File: config.mk
export PLATFORM = sky130hd
export DESIGN_NAME = xor_masked_base64_name_codec_top
export DESIGN_NICKNAME = d
export VERILOG_FILES = /design/src/hdl/xmb64_pkg.sv /design/src/hdl/xmb64_core.sv /design/src/hdl/xor_masked_base64_name_codec_top.sv
export VERILOG_INCLUDE_DIRS = /design/src /design/src/hdl
export SDC_FILE = /design/constraint.sdc
export NUM_CORES = 1
export LEC_CHECK = 0
export BUFFER_PORTS_ARGS = -buffer_cell sky130_fd_sc_hd__buf_2
export CAP_MARGIN = 20
export CORE_UTILIZATION = 50
export CTS_BUF_LIST = sky130_fd_sc_hd__clkbuf_2
export DETAILED_ROUTE_END_ITERATION = 10
export PLACE_DENSITY = 0.7
export SYNTH_ARGS = -nofsm -noshare
export SYNTH_HDL_FRONTEND = slang
export SYNTH_HIERARCHICAL = 1
export SYNTH_SLANG_ARGS = --single-unit
File: constraint.sdc
create_clock -name clk -period 11.75 [get_ports clk]
set_input_delay 2.35 -clock clk [delete_from_list [all_inputs] [get_ports clk]]
set_output_delay 2.35 -clock clk [all_outputs]
set_load 0.02 [all_outputs]
File: src/hdl/xor_masked_base64_name_codec_top_defines.svh
// Assertion macros for the name codec RTL.
// Included by the modules that carry assertions; needs clk and rst in scope.
`ifndef XOR_MASKED_BASE64_NAME_CODEC_TOP_DEFINES_SVH
`define XOR_MASKED_BASE64_NAME_CODEC_TOP_DEFINES_SVH
`ifndef SYNTHESIS
`define XMB_CHECK(lbl, expr, msg) \
  lbl: assert property (@(posedge clk) disable iff (rst) (expr)) else $error(msg);
`define XMB_CHECK_NEXT(lbl, ante, cons, msg) \
  lbl: assert property (@(posedge clk) disable iff (rst) (ante) |=> (cons)) else $error(msg);
`else
`define XMB_CHECK(lbl, expr, msg)
`define XMB_CHECK_NEXT(lbl, ante, cons, msg)
`endif
`endif

File: src/hdl/xmb64_pkg.sv
// Shared types, constants and table functions for the name codec.
// No dependencies; used by xmb64_core and the top level.
package xmb64_pkg;

  localparam int NAME_BYTES  = 12;
  localparam int KEY_LEN     = 10;
  localparam int GROUP_COUNT = (NAME_BYTES + 2) / 3;
  localparam int NAME_CHARS  = 4 * GROUP_COUNT;
  localparam int POS_W       = $clog2(NAME_CHARS);
  localparam int BASE_W      = $clog2(NAME_BYTES);
  localparam int KEY_W       = $clog2(KEY_LEN);
  localparam int RUN_CNT_W   = 3;

  // Key bytes, first byte in the top entry.
  localparam logic [KEY_LEN-1:0][7:0] KEY_BYTES = 80'h54616f62616f2d696e63;

  // Permuted alphabet, sextet 0 in the top entry.
  localparam logic [63:0][7:0] ALPHABET = {
    "0JoU8EaN3xf19hIS2d.6pZRFBYurMDGw",
    "7K5m4CyXsbQjg_vTOAkcHVtzqWilnLPe"
  };

  typedef struct packed {
    logic [7:0] in_byte;
    logic       start_req;
  } in_item_t;

  typedef struct packed {
    logic [7:0] out_byte;
    logic       run_last;
    logic       name_done;
  } out_item_t;

  // A run of result beats caused by one item; bytes[0] goes out first.
  typedef struct packed {
    logic [RUN_CNT_W-1:0] cnt;
    logic [3:0][7:0]      bytes;
    logic                 done;
  } run_t;

  // Inverse alphabet, built at elaboration; unknown characters map to 0.
  function automatic logic [255:0][5:0] build_inv();
    logic [255:0][5:0] inv;
    inv = '0;
    for (int i = 0; i < 64; i++) begin
      inv[ALPHABET[63-i]] = 6'(i);
    end
    return inv;
  endfunction

  localparam logic [255:0][5:0] INV_TABLE = build_inv();

  function automatic logic [7:0] key_byte(input logic [KEY_W-1:0] k);
    return KEY_BYTES[KEY_W'(KEY_LEN - 1) - k];
  endfunction

  function automatic logic [7:0] alpha_char(input logic [5:0] s);
    return ALPHABET[~s];
  endfunction

  // Key index plus a small step, wrapped at the key length.
  function automatic logic [KEY_W-1:0] key_add(input logic [KEY_W-1:0] k,
                                               input logic [1:0] inc);
    logic [KEY_W:0] s;
    s = {1'b0, k} + {{(KEY_W-1){1'b0}}, inc};
    if (s >= (KEY_W+1)'(KEY_LEN)) begin
      s = s - (KEY_W+1)'(KEY_LEN);
    end
    return s[KEY_W-1:0];
  endfunction

endpackage

File: src/hdl/xmb64_core.sv
// Codec datapath: position/key counters, group accumulator, run builder.
// Depends on xmb64_pkg and the assertion macro header.
`include "xor_masked_base64_name_codec_top_defines.svh"

module xmb64_core (
  input  logic               clk,
  input  logic               rst,
  input  logic               cfg_we,
  input  logic               cfg_wdata,
  input  xmb64_pkg::in_item_t item,
  input  logic               advance,
  output xmb64_pkg::run_t    run
);
  import xmb64_pkg::*;

  logic              mode;
  logic [POS_W-1:0]  pos, pos_next;
  logic [23:0]       acc, acc_next;
  logic [KEY_W-1:0]  kidx, kidx_next;
  logic [1:0]        ph, ph_next;
  logic [BASE_W-1:0] base, base_next;

  logic [POS_W-1:0]  p;
  logic [23:0]       a;
  logic [KEY_W-1:0]  k;
  logic [1:0]        ph_e;
  logic [BASE_W-1:0] b;
  logic [BASE_W:0]   b_ext;

  logic [23:0]       acc_e, acc_d, g;
  logic              emit_e, emit_d, last_e, last_d;
  logic [RUN_CNT_W-1:0] cnt_d;

  // A start request clears the position, group and key state before the item is used.
  assign p    = item.start_req ? '0 : pos;
  assign a    = item.start_req ? '0 : acc;
  assign k    = item.start_req ? '0 : kidx;
  assign ph_e = item.start_req ? '0 : ph;
  assign b    = item.start_req ? '0 : base;
  assign b_ext = {1'b0, b};

  assign acc_e  = {a[15:0], item.in_byte ^ key_byte(k)};
  assign last_e = (p == POS_W'(NAME_BYTES - 1));
  assign emit_e = (ph_e == 2'd2) || last_e;

  assign acc_d  = {a[17:0], INV_TABLE[item.in_byte]};
  assign last_d = (p == POS_W'(NAME_CHARS - 1));
  assign emit_d = (p[1:0] == 2'd3);

  always_comb begin
    case (ph_e)
      2'd0:    g = {acc_e[7:0], 16'h0000};
      2'd1:    g = {acc_e[15:0], 8'h00};
      default: g = acc_e;
    endcase
  end

  // Drop bytes of the last group that fall past the record length.
  always_comb begin
    if (b_ext + (BASE_W+1)'(2) < (BASE_W+1)'(NAME_BYTES)) begin
      cnt_d = RUN_CNT_W'(3);
    end else if (b_ext + (BASE_W+1)'(1) < (BASE_W+1)'(NAME_BYTES)) begin
      cnt_d = RUN_CNT_W'(2);
    end else begin
      cnt_d = RUN_CNT_W'(1);
    end
  end

  always_comb begin
    run = '0;
    if (mode) begin
      run.cnt      = emit_d ? cnt_d : '0;
      run.bytes[0] = acc_d[23:16] ^ key_byte(k);
      run.bytes[1] = acc_d[15:8]  ^ key_byte(key_add(k, 2'd1));
      run.bytes[2] = acc_d[7:0]   ^ key_byte(key_add(k, 2'd2));
      run.bytes[3] = 8'h00;
      run.done     = last_d;
    end else begin
      run.cnt      = emit_e ? RUN_CNT_W'(4) : '0;
      run.bytes[0] = alpha_char(g[23:18]);
      run.bytes[1] = alpha_char(g[17:12]);
      run.bytes[2] = alpha_char(g[11:6]);
      run.bytes[3] = alpha_char(g[5:0]);
      run.done     = last_e;
    end
  end

  always_comb begin
    pos_next  = POS_W'(p + POS_W'(1));
    acc_next  = '0;
    kidx_next = k;
    ph_next   = '0;
    base_next = b;
    if (mode) begin
      if (last_d) begin
        pos_next  = '0;
        kidx_next = '0;
        base_next = '0;
      end else if (emit_d) begin
        base_next = BASE_W'(b_ext + (BASE_W+1)'(3));
        kidx_next = key_add(k, 2'd3);
      end else begin
        acc_next = acc_d;
      end
    end else begin
      if (last_e) begin
        pos_next  = '0;
        kidx_next = '0;
      end else begin
        acc_next  = emit_e ? 24'h000000 : acc_e;
        kidx_next = key_add(k, 2'd1);
        ph_next   = (ph_e == 2'd2) ? 2'd0 : ph_e + 2'd1;
      end
      base_next = '0;
    end
  end

  always_ff @(posedge clk) begin
    if (rst) begin
      mode <= 1'b0;
      pos  <= '0;
      acc  <= '0;
      kidx <= '0;
      ph   <= '0;
      base <= '0;
    end else if (cfg_we) begin
      // mode write restarts the name
      mode <= cfg_wdata;
      pos  <= '0;
      acc  <= '0;
      kidx <= '0;
      ph   <= '0;
      base <= '0;
    end else if (advance) begin
      pos  <= pos_next;
      acc  <= acc_next;
      kidx <= kidx_next;
      ph   <= ph_next;
      base <= base_next;
    end
  end

  `XMB_CHECK(a_pos_range, {1'b0, pos} < (POS_W+1)'(NAME_CHARS), "position past name length")
  `XMB_CHECK(a_enc_pos, mode || ({1'b0, pos} < (POS_W+1)'(NAME_BYTES)), "encode position too big")
  `XMB_CHECK(a_key_range, {1'b0, kidx} < (KEY_W+1)'(KEY_LEN), "key index out of range")
  `XMB_CHECK(a_grp_clear, !mode || (pos[1:0] != 2'd0) || (acc == 24'h000000), "stale group")

endmodule

File: src/hdl/xor_masked_base64_name_codec_top.sv
// Top level of the masked base64 name codec: input register, run buffer, port glue.
// Depends on xmb64_pkg, xmb64_core and the assertion macro header.
//
// Usage: input beats (in_data) enter on in_valid/in_stall, one byte of a
// name record (encode) or one name character (decode) per beat; result beats
// leave on out_valid/out_stall, one byte each. cfg_we/cfg_wdata set the mode
// (0 encode, 1 decode) and restart the name; the user must write them only while
// the block is idle, which the block itself does not enforce. A beat with
// start_req high begins a new name. The input beat completing a group is
// captured in the input register, then loads the run buffer once it is free, which
// shows the first result beat. Throughput: one input beat per cycle while no group
// is pending. Each group loads a run of up to four beats into the run buffer, which
// drains one beat per cycle while out_stall is low; in encode four output beats per
// three inputs make the output port the limit, in decode one item per cycle.
// Reset clears the mode to encode, the position counters and both buffers.
// When the receiver stalls, the current result beat holds, the run buffer
// stops draining, and once a new run is waiting in the input register
// in_stall rises until the buffer frees.
`include "xor_masked_base64_name_codec_top_defines.svh"

module xor_masked_base64_name_codec_top (
  input  logic                 clk,
  input  logic                 rst,
  input  logic                 in_valid,
  output logic                 in_stall,
  input  xmb64_pkg::in_item_t  in_data,
  output logic                 out_valid,
  input  logic                 out_stall,
  output xmb64_pkg::out_item_t out_data,
  input  logic                 cfg_we,
  input  logic                 cfg_wdata
);
  import xmb64_pkg::*;

  logic     in_vld;
  in_item_t in_q;
  run_t     run;
  run_t     run_q;
  logic [1:0] run_idx;
  logic     out_fire, run_free, adv;

  xmb64_core u_core (
    .clk       (clk),
    .rst       (rst),
    .cfg_we    (cfg_we),
    .cfg_wdata (cfg_wdata),
    .item      (in_q),
    .advance   (adv),
    .run       (run)
  );

  assign out_fire = (run_q.cnt != '0) && !out_stall;
  assign run_free = (run_q.cnt == '0) || ((run_q.cnt == RUN_CNT_W'(1)) && !out_stall);
  assign adv      = in_vld && ((run.cnt == '0) || run_free);
  assign in_stall = in_vld && !adv;

  always_ff @(posedge clk) begin
    if (rst) begin
      in_vld <= 1'b0;
    end else if (!in_stall) begin
      in_vld <= in_valid;
      in_q   <= in_data;
    end
  end

  always_ff @(posedge clk) begin
    if (rst) begin
      run_q.cnt <= '0;
      run_idx   <= '0;
    end else if (adv && (run.cnt != '0)) begin
      run_q   <= run;
      run_idx <= '0;
    end else if (out_fire) begin
      // advance to the next beat of the run
      run_q.cnt <= run_q.cnt - RUN_CNT_W'(1);
      run_idx   <= run_idx + 2'd1;
    end
  end

  assign out_valid          = (run_q.cnt != '0);
  assign out_data.out_byte  = run_q.bytes[run_idx];
  assign out_data.run_last  = (run_q.cnt == RUN_CNT_W'(1));
  assign out_data.name_done = run_q.done && (run_q.cnt == RUN_CNT_W'(1));

  `XMB_CHECK(a_run_cnt, run_q.cnt <= RUN_CNT_W'(4), "run count above four")
  `XMB_CHECK(a_load_free, !(adv && (run.cnt != '0)) || run_free, "run loaded over pending beats")
  `XMB_CHECK_NEXT(a_in_hold, in_vld && in_stall, in_vld, "held input beat lost")

endmodule

==> results of run 1 <==
-- flip-flops by register name, indices dropped and copies added, names as in the netlist --
signal,cells
u_core/acc,18
u_core/base,4
u_core/kidx,4
run_q,36
u_core/mode,1
run_idx,2
u_core/pos,4
in_q,9
in_vld,1
u_core/ph,2
-- logic make-up (layout without fill, tap and decap cells) --
logic type | Yosys count | in the layout | synth area share [%]
compound gates | 502 | 502 | 34.2
buf+inv | 169 | 111 | 7.45
flops | 81 | 81 | 19.5
fa+ha+maj | 67 | 67 | 7.99
mux | 36 | 36 | 4.81
xor+xnor | 41 | 41 | 3.50
other cells | 1 | 2 | 0.0358
simple gates | 475 | 475 | 22.5
-- power breakdown --
group	internal [W]	switching [W]	leakage (nW)
combinational	0.000143	0.000239	3.07
sequential	0.000311	0.0000252	0.703
clock	0.0000743	0.000122	0.0854
-- worst paths after layout --
path | to | slack (ns)
setup / recovery | in_stall | 5.36
hold / removal | u_core/pos[0] | 0.51
setup reg to reg | run_q[12] | 6.34
hold reg to reg | u_core/pos[0] | 0.51
-- stage by stage --
step                cell area, um^2  setup slack (ns)  util, %  instances
floorplan                     10500              6.33        -       1372
global placement              10500              6.18     51.5       1567
detailed placement            10500              6.13     51.5       1567
CTS                           10700              5.35     52.2       1583
global route                  10700              5.08     52.3       1585
finish                        10700              5.36     52.3       1585
-- layout make-up --
cell class	instances	area [um^2]
Fill cell	1963	9750
Multi-Input combinational cell	1122	7670
Sequential cell	81	2040
Tap cell	270	338
Timing Repair Buffer	47	288
Inverter	48	186
Clock inverter	7	105
Clock buffer	9	45.0
Antenna cell	1	2.50
-- per-layer routing --
layer / part of all wire, % / vias to the layer above / global-route usage, %
li1: - / 5077 / -
met1: 41 / 5128 / 42.8
met2: 45 / 701 / 48.4
met3: 10 / 83 / 5.68
met4: 2.8 / 0 / 10.4
met5: 0 / - / 0
-- critical path, cell delays in order (launching register included) --
cell and delay (ns):
edfxtp_1 0.40, buf_4 0.55, inv_2 0.43, nand2_1 0.22, inv_1 0.08, ha_1 0.25
nand2_1 0.09, a21oi_1 0.05, xnor2_1 0.14, or3_1 0.31, a21oi_1 0.31, o31ai_2 0.15
nor2_1 0.21, buf_2 0.21
-- cells in the final DEF (no fill, tap or decap), types with 14 or more instances in the layout --
| cell | n |
|---|---|
| nor2_1 | 126 |
| nand2_1 | 124 |
| a21oi_1 | 112 |
| o21ai_0 | 84 |
| ha_1 | 67 |
| a211oi_1 | 44 |
| edfxtp_1 | 42 |
| inv_1 | 40 |
| nor3_1 | 38 |
| dfxtp_1 | 38 |
| nand3_1 | 35 |
| xnor2_1 | 34 |
| nor2b_1 | 33 |
| buf_2 | 26 |
| a31oi_1 | 25 |
| o211ai_1 | 23 |
| buf_4 | 21 |
| mux2i_1 | 20 |
| nand2b_1 | 17 |
| a22oi_1 | 16 |
| nor4_1 | 14 |
| a22o_1 | 14 |
==> results.json, run 1 <==
{
  "run_status": "completed",
  "rsz0062_at_grt": "false",
  "number_of_sinks_handled_by_clock_tree_synthesis": 81,
  "yosys_warnings": 6,
  "synth.area.top_cells": "edfxtp_1, ha_1, dfxtp_1",
  "cts_made_buffers": 9,
  "dieWidth_um": 147,
  "start_util_pct": 51.3,
  "power.density_nw_per_um2": 85.7,
  "final.setup_skew_ns": 0.0426,
  "rows": 52,
  "cts_setup_buffers": 0,
  "cts_max_path_buffers": 2,
  "setup_tns_ns": 0,
  "tightest_slew_ns": 1.10,
  "cts.clk_slew.worst_paths_ns": 0.28,
  "gpl.final_weighted_congestion": 0.966,
  "number_of_global_route_vias_before_repair": 9750,
  "syn-cell-area_um2": 10500,
  "worst_skew_pair.late_latency_ns": 0.65,
  "dr.pass1.iters": 6,
  "die_ar_um2": 21600,
  "antenna_found_initial": 1,
  "drc_errors": 0,
  "top_level_ports": 27,
  "grt_usage_pct": 31.0,
  "hold-path-cell-count": 2,
  "crit_arrival_ns": 4.04,
  "postCtsHoldBufs": 0,
  "synth_seq_cells": 81,
  "via_count": 10989,
  "leakage_nw": 3.86,
  "areaGrowthSynthToFinish_pct": 1.86,
  "avgViaCountPerCell": 6.93,
  "clk_root_buffer_cell": "clkbuf_2",
  "worst_vdd_rail_ir_drop_mv": 0.0582,
  "worstSetupStartpoint": "in_q[0]",
  "yosysSeqAreaShare_pct": 19.5,
  "timing.final.crit_period_ns": 6.39,
  "timing_max_transition_violations_final": 0,
  "routed_len_inst_um": 21.3,
  "post-dp-hpwl_mm": 23.7,
  "core-area_um2": 20400,
  "synth-async-reset-ratio_pct": 0,
  "fraction_of_layout_instances_using_a_drive_strength_above_1_pct": 10.8,
  "critical_path_fanout_max": 60,
  "cells_after_synthesis": 1372,
  "drt_first_iter_violations": 1232,
  "relative_slew_margins_pct": 26.8,
  "nNetsFinal": 1391,
  "setup.worst_path.end_class": "output port",
  "cp_data_required_time_ns": 9.40,
  "port_buffers": 26,
  "min_delay_worst_type": "register to register",
  "timing_worst_setup_path_type": "register to output port",
  "netlist.top_cell.by_area": "edfxtp_1",
  "finalPower_w": 0.000915,
  "post-route-period-util_pct": 54.4,
  "syn_nets": 1454,
  "yosysMostFrequentCell": "nor2_1",
  "wire_length_of_the_first_global_routing_pass_mm": 53.4,
  "setup_viol": 0,
  "netlist.area_leader.share_pct": 12.0,
  "maximum_number_of_pins_on_one_net_before_global_route_repair": 61,
  "timing.max_cap.violations": 0,
  "hold_path.startpoint": "u_core/pos[0]",
  "grt-ovfl-total": 0,
  "fmax_mhz": 156,
  "timing.final.hold_violations": 0,
  "timing.critical_path.from_type": "register",
  "final.hold.worst_slack_ns": 0.511,
  "timing.rr.start": "in_q[0]",
  "synth_cell_type_count": 106,
  "synth-edff-count": 42,
  "die_height_um": 147,
  "tritoncts": "yes",
  "route.antenna.remaining_nets": 0,
  "ff2ff_path_depth": 16,
  "synth_area_per_cell_um2": 7.64,
  "cts_max_level": 3,
  "ys_top_cells_by_count": "nor2_1, nand2_1, a21oi_1",
  "finalWirelength_mm": 33.7,
  "synth_top_flop_cell": "edfxtp_1",
  "post_cts_sizing": 0
}
Power figures use the tool's default switching activity.
==> run 2, diff against run 1 <==
==> constraint.sdc (replaced) <==
create_clock -name clk -period 5.9 [get_ports clk]
set_input_delay 1.18 -clock clk [delete_from_list [all_inputs] [get_ports clk]]
set_output_delay 1.18 -clock clk [all_outputs]
set_load 0.02 [all_outputs]
==> run 2 against run 1 <==
Against the previous run:
- clock power increased by 43%
- die area unchanged
- power increased by 88%
- setup slack lost 4.4 ns
- routed wire length rose by 3.6%
- clock-buffer cell count is the same
- non-clock buffer count increased by 4
- first-iteration DRC count grew 19%
- sequential share of layout area hardly changed
- sequential power grew 100%
- combinational power up 98%
- largest cell class unchanged
==> results.json, run 2 (synthesized netlist as in run 1, its figures left out) <==
{
  "combinationalPowerShare_pct": 44.1,
  "place_ws_ns": 1.21,
  "worst_skew_pair.late_latency_ns": 0.63,
  "avgViaCountPerCell": 6.89,
  "largest-register": "run_q",
  "finalPower_w": 0.00172,
  "power.density_nw_per_um2": 161,
  "number_of_global_route_vias_before_repair": 9804,
  "top_level_ports": 27,
  "run_status": "completed",
  "cp_data_required_time_ns": 4.72,
  "cts_made_buffers": 9,
  "power.share.sequential_pct": 39.6,
  "start_util_pct": 51.3,
  "number_of_sinks_handled_by_clock_tree_synthesis": 81,
  "timing_max_transition_violations_final": 0,
  "final.setup_skew_ns": 0.0585,
  "areaGrowthSynthToFinish_pct": 1.63,
  "min_delay_worst_type": "register to register",
  "timing.final.hold_violations": 0,
  "fillers": 2040,
  "p_int_w": 0.000961,
  "timing.max_cap.violations": 0,
  "setup.worst_path.end_class": "output port",
  "final_cells": 1590,
  "timing.critical_path.from_type": "register",
  "nNetsFinal": 1395,
  "core-area_um2": 20400,
  "via_count": 10949,
  "tritoncts": "yes",
  "tightest_slew_ns": 1.14,
  "maximum_number_of_pins_on_one_net_before_global_route_repair": 52,
  "relative_slew_margins_pct": 24.3,
  "setup_tns_ns": 0,
  "timing.rr.start": "in_q[0]",
  "rows": 52,
  "sw_frac_of_total_pct": 44.1,
  "grt-ovfl-total": 0,
  "leakage_nw": 3.84,
  "antenna_found_initial": 2,
  "fraction_of_layout_instances_using_a_drive_strength_above_1_pct": 11.0,
  "post-route-period-util_pct": 83.9,
  "port_buffers": 26,
  "area.sequential_um2": 2040,
  "area_used_by_multi_input_combinational_logic_um2": 7670,
  "post_cts_sizing": 0,
  "power_frac_clock_pct": 16.3,
  "die_ar_um2": 21600,
  "finalWirelength_mm": 34.9,
  "timing.final.crit_period_ns": 4.95,
  "wire_length_of_the_first_global_routing_pass_mm": 54.5,
  "cts.clk_slew.worst_paths_ns": 0.24,
  "hold_path.startpoint": "u_core/pos[0]",
  "cts_max_path_buffers": 2,
  "clk_root_buffer_cell": "clkbuf_2",
  "die_height_um": 147,
  "worst_vdd_rail_ir_drop_mv": 0.118,
  "fin_ws_ns": 0.949,
  "fmax_mhz": 202,
  "largest_register_ffs": 36,
  "crit_arrival_ns": 3.77,
  "dr.pass1.iters": 7,
  "setup_viol": 0,
  "critical_path_fanout_max": 23,
  "cts_setup_buffers": 0,
  "grt_usage_pct": 31.9,
  "timing_worst_setup_path_type": "register to output port",
  "dieWidth_um": 147,
  "drc_errors": 0,
  "gpl.final_weighted_congestion": 1.00,
  "routed_len_inst_um": 21.9,
  "most_common_cell_after_layout_fill_and_taps_aside": "nor2_1",
  "power.net_switching_w": 0.000759,
  "route.antenna.remaining_nets": 0,
  "drt_first_iter_violations": 1471,
  "worstSetupStartpoint": "in_q[0]",
  "rsz0062_at_grt": "false",
  "post-dp-hpwl_mm": 25.0,
  "cts_max_level": 3,
  "postCtsHoldBufs": 0,
  "layout_top_registers": "run_q x36, u_core/acc x18, in_q x9",
  "post-place-cells": 1571,
  "most-common-layout-cells": "nor2_1, nand2_1, a21oi_1"
}
-- run 2: area by class of cell --
| type | count | area share (%) |
|---|---|---|
| Timing Repair Buffer | 51 | 3.02 |
| Multi-Input combinational cell | 1122 | 72.0 |
| Clock buffer | 9 | 0.423 |
| Clock inverter | 7 | 0.423 |
| Tap cell | 270 | 3.17 |
| Inverter | 48 | 1.75 |
| Antenna cell | 2 | 0.0470 |
| Sequential cell | 81 | 19.2 |
-- run 2: metrics by stage --
step | hold WS, ns | utilization, % | area, um^2
after floorplan | 0.464 | - | 10500
after CTS | 0.515 | 52.1 | 10600
final | 0.513 | 52.2 | 10700
after global placement | 0.481 | 51.6 | 10500
after global routing | 0.565 | 52.2 | 10700
after detailed placement | 0.491 | 51.7 | 10600
-- run 2: path summary, 6_finish.rpt --
kind	end	slack (ns)	depth (start not counted)
setup / recovery	in_stall	0.95	13
hold reg to reg	u_core/pos[0]	0.51	2
setup reg to reg	run_q[12]	1.08	14
hold / removal	u_core/pos[0]	0.51	2
-- run 2: metal layers --
| metal | track usage, % | vias to the layer above | routed length, um |
|---|---|---|---|
| met3 | 6.40 | 133 | 3480 |
| met5 | 0 | - | 0 |
| met2 | 49.9 | 689 | 15700 |
| met1 | 43.0 | 5051 | 14400 |
| met4 | 12.6 | 0 | 1340 |
| li1 | - | 5076 | - |
-- run 2: critical path, stage by stage, from the launching register on --
cell and delay, ns:
edfxtp_1 0.60, inv_2 0.15, buf_4 0.31, nand2_1 0.15, inv_1 0.10, ha_1 0.22
nand2_1 0.07, a21oi_1 0.18, xnor2_1 0.10, or3_1 0.30, a21oi_1 0.41, o31ai_2 0.18
nor2_1 0.19, buf_2 0.19
-- run 2: power groups by stage --
stage | Clock (W) | Sequential [W] | Combinational (W)
after floorplan | 0 | 0.000647 | 0.000601
after global placement | 0 | 0.000691 | 0.000733
after detailed placement | 0 | 0.000692 | 0.000737
after CTS | 0.000290 | 0.000681 | 0.000739
after global routing | 0.000307 | 0.000688 | 0.000818
final | 0.000281 | 0.000681 | 0.000758
==> run 3, diff against run 2 <==
--- a/config.mk
+++ b/config.mk
@@ -6,12 +6,13 @@
 export SDC_FILE = /design/constraint.sdc
 export NUM_CORES = 1
 export LEC_CHECK = 0
+export ABC_AREA = 1
 export BUFFER_PORTS_ARGS = -buffer_cell sky130_fd_sc_hd__buf_2
 export CAP_MARGIN = 20
 export CORE_UTILIZATION = 50
 export CTS_BUF_LIST = sky130_fd_sc_hd__clkbuf_2
 export DETAILED_ROUTE_END_ITERATION = 10
-export PLACE_DENSITY = 0.7
+export PLACE_DENSITY = 0.73
 export SYNTH_ARGS = -nofsm -noshare
 export SYNTH_HDL_FRONTEND = slang
 export SYNTH_HIERARCHICAL = 1
==> constraint.sdc (replaced) <==
create_clock -name clk -period 4.45 [get_ports clk]
set_input_delay 0.89 -clock clk [delete_from_list [all_inputs] [get_ports clk]]
set_output_delay 0.89 -clock clk [all_outputs]
set_load 0.02 [all_outputs]
==> run 3 against run 2 <==
Against the previous run:
- power grew 34%
- cell count grew 17%
- non-clock buffer count shrank 1
- combinational power grew 26%
- highest routed layer unchanged
==> results.json, run 3 <==
{
  "run_status": "completed",
  "number_of_global_route_vias_before_repair": 9811,
  "largest-register": "run_q",
  "top_level_ports": 27,
  "layout_top_registers": "run_q x36, u_core/acc x18, in_q x9",
  "power_frac_clock_pct": 20.6,
  "netlist.area_leader.share_pct": 18.9,
  "grt.met2_usage_pct": 50.4,
  "yosysMostFrequentCell": "nand2_1",
  "combinationalPowerShare_pct": 41.5,
  "timing_worst_setup_path_type": "register to output port",
  "finalWirelength_mm": 31.0,
  "rows": 50,
  "dieWidth_um": 141,
  "avgViaCountPerCell": 5.89,
  "finalPower_w": 0.00231,
  "maximum_number_of_pins_on_one_net_before_global_route_repair": 39,
  "most-common-layout-cells": "nand2_1, nand3_1, inv_1",
  "min_delay_worst_type": "register to register",
  "timing.final.hold_violations": 0,
  "ys_top_cells_by_count": "nand2_1, nand3_1, inv_1",
  "final.setup_skew_ns": 0.0475,
  "globalRouteMet3Util_pct": 5.06,
  "power.share.sequential_pct": 37.9,
  "nNetsFinal": 1674,
  "crit_arrival_ns": 3.18,
  "areaGrowthSynthToFinish_pct": 4.66,
  "syn-cell-area_um2": 9670,
  "antenna_found_initial": 0,
  "cells_after_synthesis": 1595,
  "grt-ovfl-total": 0,
  "worst_vdd_rail_ir_drop_mv": 0.168,
  "synth-edff-count": 42,
  "setup_tns_ns": 0,
  "port_buffers": 26,
  "power.net_switching_w": 0.00100,
  "postPlaceCellArea_um2": 9980,
  "core-area_um2": 18800,
  "cts_made_buffers": 9,
  "leakage_nw": 4.88,
  "timing.final.crit_period_ns": 4.07,
  "setup_viol": 0,
  "power.density_nw_per_um2": 228,
  "synth_cell_type_count": 57,
  "fin_ws_ns": 0.383,
  "number_of_sinks_handled_by_clock_tree_synthesis": 81,
  "cp_data_required_time_ns": 3.56,
  "grt-busiest-layer": "met2",
  "tightest_slew_ns": 0.794,
  "grt_usage_pct": 31.0,
  "most_common_cell_after_layout_fill_and_taps_aside": "nand2_1",
  "fillers": 1942,
  "via_count": 10935,
  "final_design_area_no_fill_um2": 10100,
  "place_ws_ns": 0.507,
  "clk_root_buffer_cell": "clkbuf_2",
  "n_antenna_cell": 0,
  "area.sequential_um2": 2040,
  "tritoncts": "yes",
  "synth-async-reset-ratio_pct": 0,
  "critical_path_fanout_max": 13,
  "relative_slew_margins_pct": 46.9,
  "synth_seq_cells": 81,
  "worst_skew_pair.late_latency_ns": 0.60,
  "drt_first_iter_violations": 1301,
  "timing_max_transition_violations_final": 0,
  "setup.worst_path.end_class": "output port",
  "yosys_warnings": 6,
  "gpl.final_weighted_congestion": 0.973,
  "sw_frac_of_total_pct": 43.3,
  "synth.area.top_cells": "nand2_1, edfxtp_1, nand3_1",
  "rsz0062_at_grt": "false",
  "fmax_mhz": 246,
  "gr-usage-met1_pct": 41.2,
  "yosysSeqAreaShare_pct": 21.1,
  "drc_errors": 0,
  "route.antenna.remaining_nets": 0,
  "cts_max_level": 3,
  "syn_nets": 1677,
  "post-route-period-util_pct": 91.4,
  "start_util_pct": 51.3,
  "timing.max_cap.violations": 0,
  "die_ar_um2": 19900,
  "p_int_w": 0.00131,
  "fraction_of_layout_instances_using_a_drive_strength_above_1_pct": 8.77,
  "die_height_um": 141,
  "area_used_by_multi_input_combinational_logic_um2": 6620,
  "cts_max_path_buffers": 2,
  "routed_len_inst_um": 16.7,
  "wire_length_of_the_first_global_routing_pass_mm": 49.4,
  "dr.pass1.iters": 6,
  "synth_area_per_cell_um2": 6.06,
  "cts.clk_slew.worst_paths_ns": 0.26,
  "synth_top_flop_cell": "edfxtp_1",
  "largest_register_ffs": 36,
  "cts_setup_buffers": 0,
  "post-dp-hpwl_mm": 22.9,
  "timing.critical_path.from_type": "register",
  "netlist.top_cell.by_area": "nand2_1"
}
-- run 3: cell types whose count changed after synthesis, moves of 14 or more --
cell,change
a211oi_1,-43
a21oi_1,-21
a22o_1,-14
clkbuf_1,-38
inv_1,+117
mux2i_1,-20
nand2_1,+364
nand2_2,+16
nand2b_1,-17
nand3_1,+196
nor2b_1,-34
nor3_1,-30
xnor2_1,-28
-- run 3: final cells by class --
cell class | instances | area share, %
clock buffer | 9 | 0.445
clock inverter | 7 | 0.928
inverter | 180 | 6.74
multi-input combinational | 1270 | 65.4
sequential | 81 | 20.2
tap | 260 | 3.22
timing repair buffer | 50 | 3.07
-- run 3: routing by layer --
metal	up-vias	routed length (um)
li1	5294	-
met1	4977	13000
met2	592	14200
met3	72	2950
met4	0	797
met5	-	0
-- run 3: cell families (layout without fill, tap and decap cells) --
| group | Yosys count | in the layout | synth area share [%] |
|---|---|---|---|
| compound gates | 267 | 267 | 15.7 |
| xor+xnor | 18 | 18 | 1.71 |
| fa+ha+maj | 67 | 67 | 8.67 |
| buf+inv | 244 | 246 | 10.5 |
| flops | 81 | 81 | 21.1 |
| other cells | 1 | 1 | 0.0388 |
| simple gates | 917 | 917 | 42.2 |
-- run 3: worst paths after layout --
kind                                       end           from  slack [ns]  cells after the start
worst max-delay path                  in_stall        in_q[0]        0.38                     14
worst min-delay path            u_core/acc[17]  u_core/acc[9]        0.49                      2
worst max register to register        run_q[4]        in_q[0]        0.45                     19
worst min register to register  u_core/acc[17]  u_core/acc[9]        0.49                      2
-- run 3: stage by stage --
stage	util, %	std cells	hold slack (ns)
global placement	53.0	1841	0.458
global route	53.7	1857	0.434
detailed placement	53.0	1841	0.462
CTS	53.7	1857	0.459
finish	53.7	1857	0.486
floorplan	-	1595	0.445
-- run 3: power groups by stage --
stage | combinational (W) | clock, W | sequential (W)
after floorplan | 0.000725 | 0 | 0.000861
after global placement | 0.000933 | 0 | 0.000890
after detailed placement | 0.000936 | 0 | 0.000890
after CTS | 0.000940 | 0.000480 | 0.000874
after global routing | 0.00105 | 0.000504 | 0.000880
final | 0.000958 | 0.000476 | 0.000875
-- run 3: timing repair --
item / in CTS / in global routing
endpoints found under the setup margin: 0 / 1
gates resized for setup: 0 / 1
hold buffers: 0 / 0
-- run 3: critical path, cell delays in order, from the launching register on --
cell and delay (ns):
edfxtp_1 0.71, inv_4 0.13, nand2_1 0.14, inv_1 0.08, ha_1 0.20, nand2_1 0.07
nand3_1 0.09, nand2_1 0.07, o221ai_1 0.16, a211oi_1 0.35, nor2_1 0.08, nand2_1 0.16
nand4_1 0.11, inv_1 0.11, buf_2 0.17
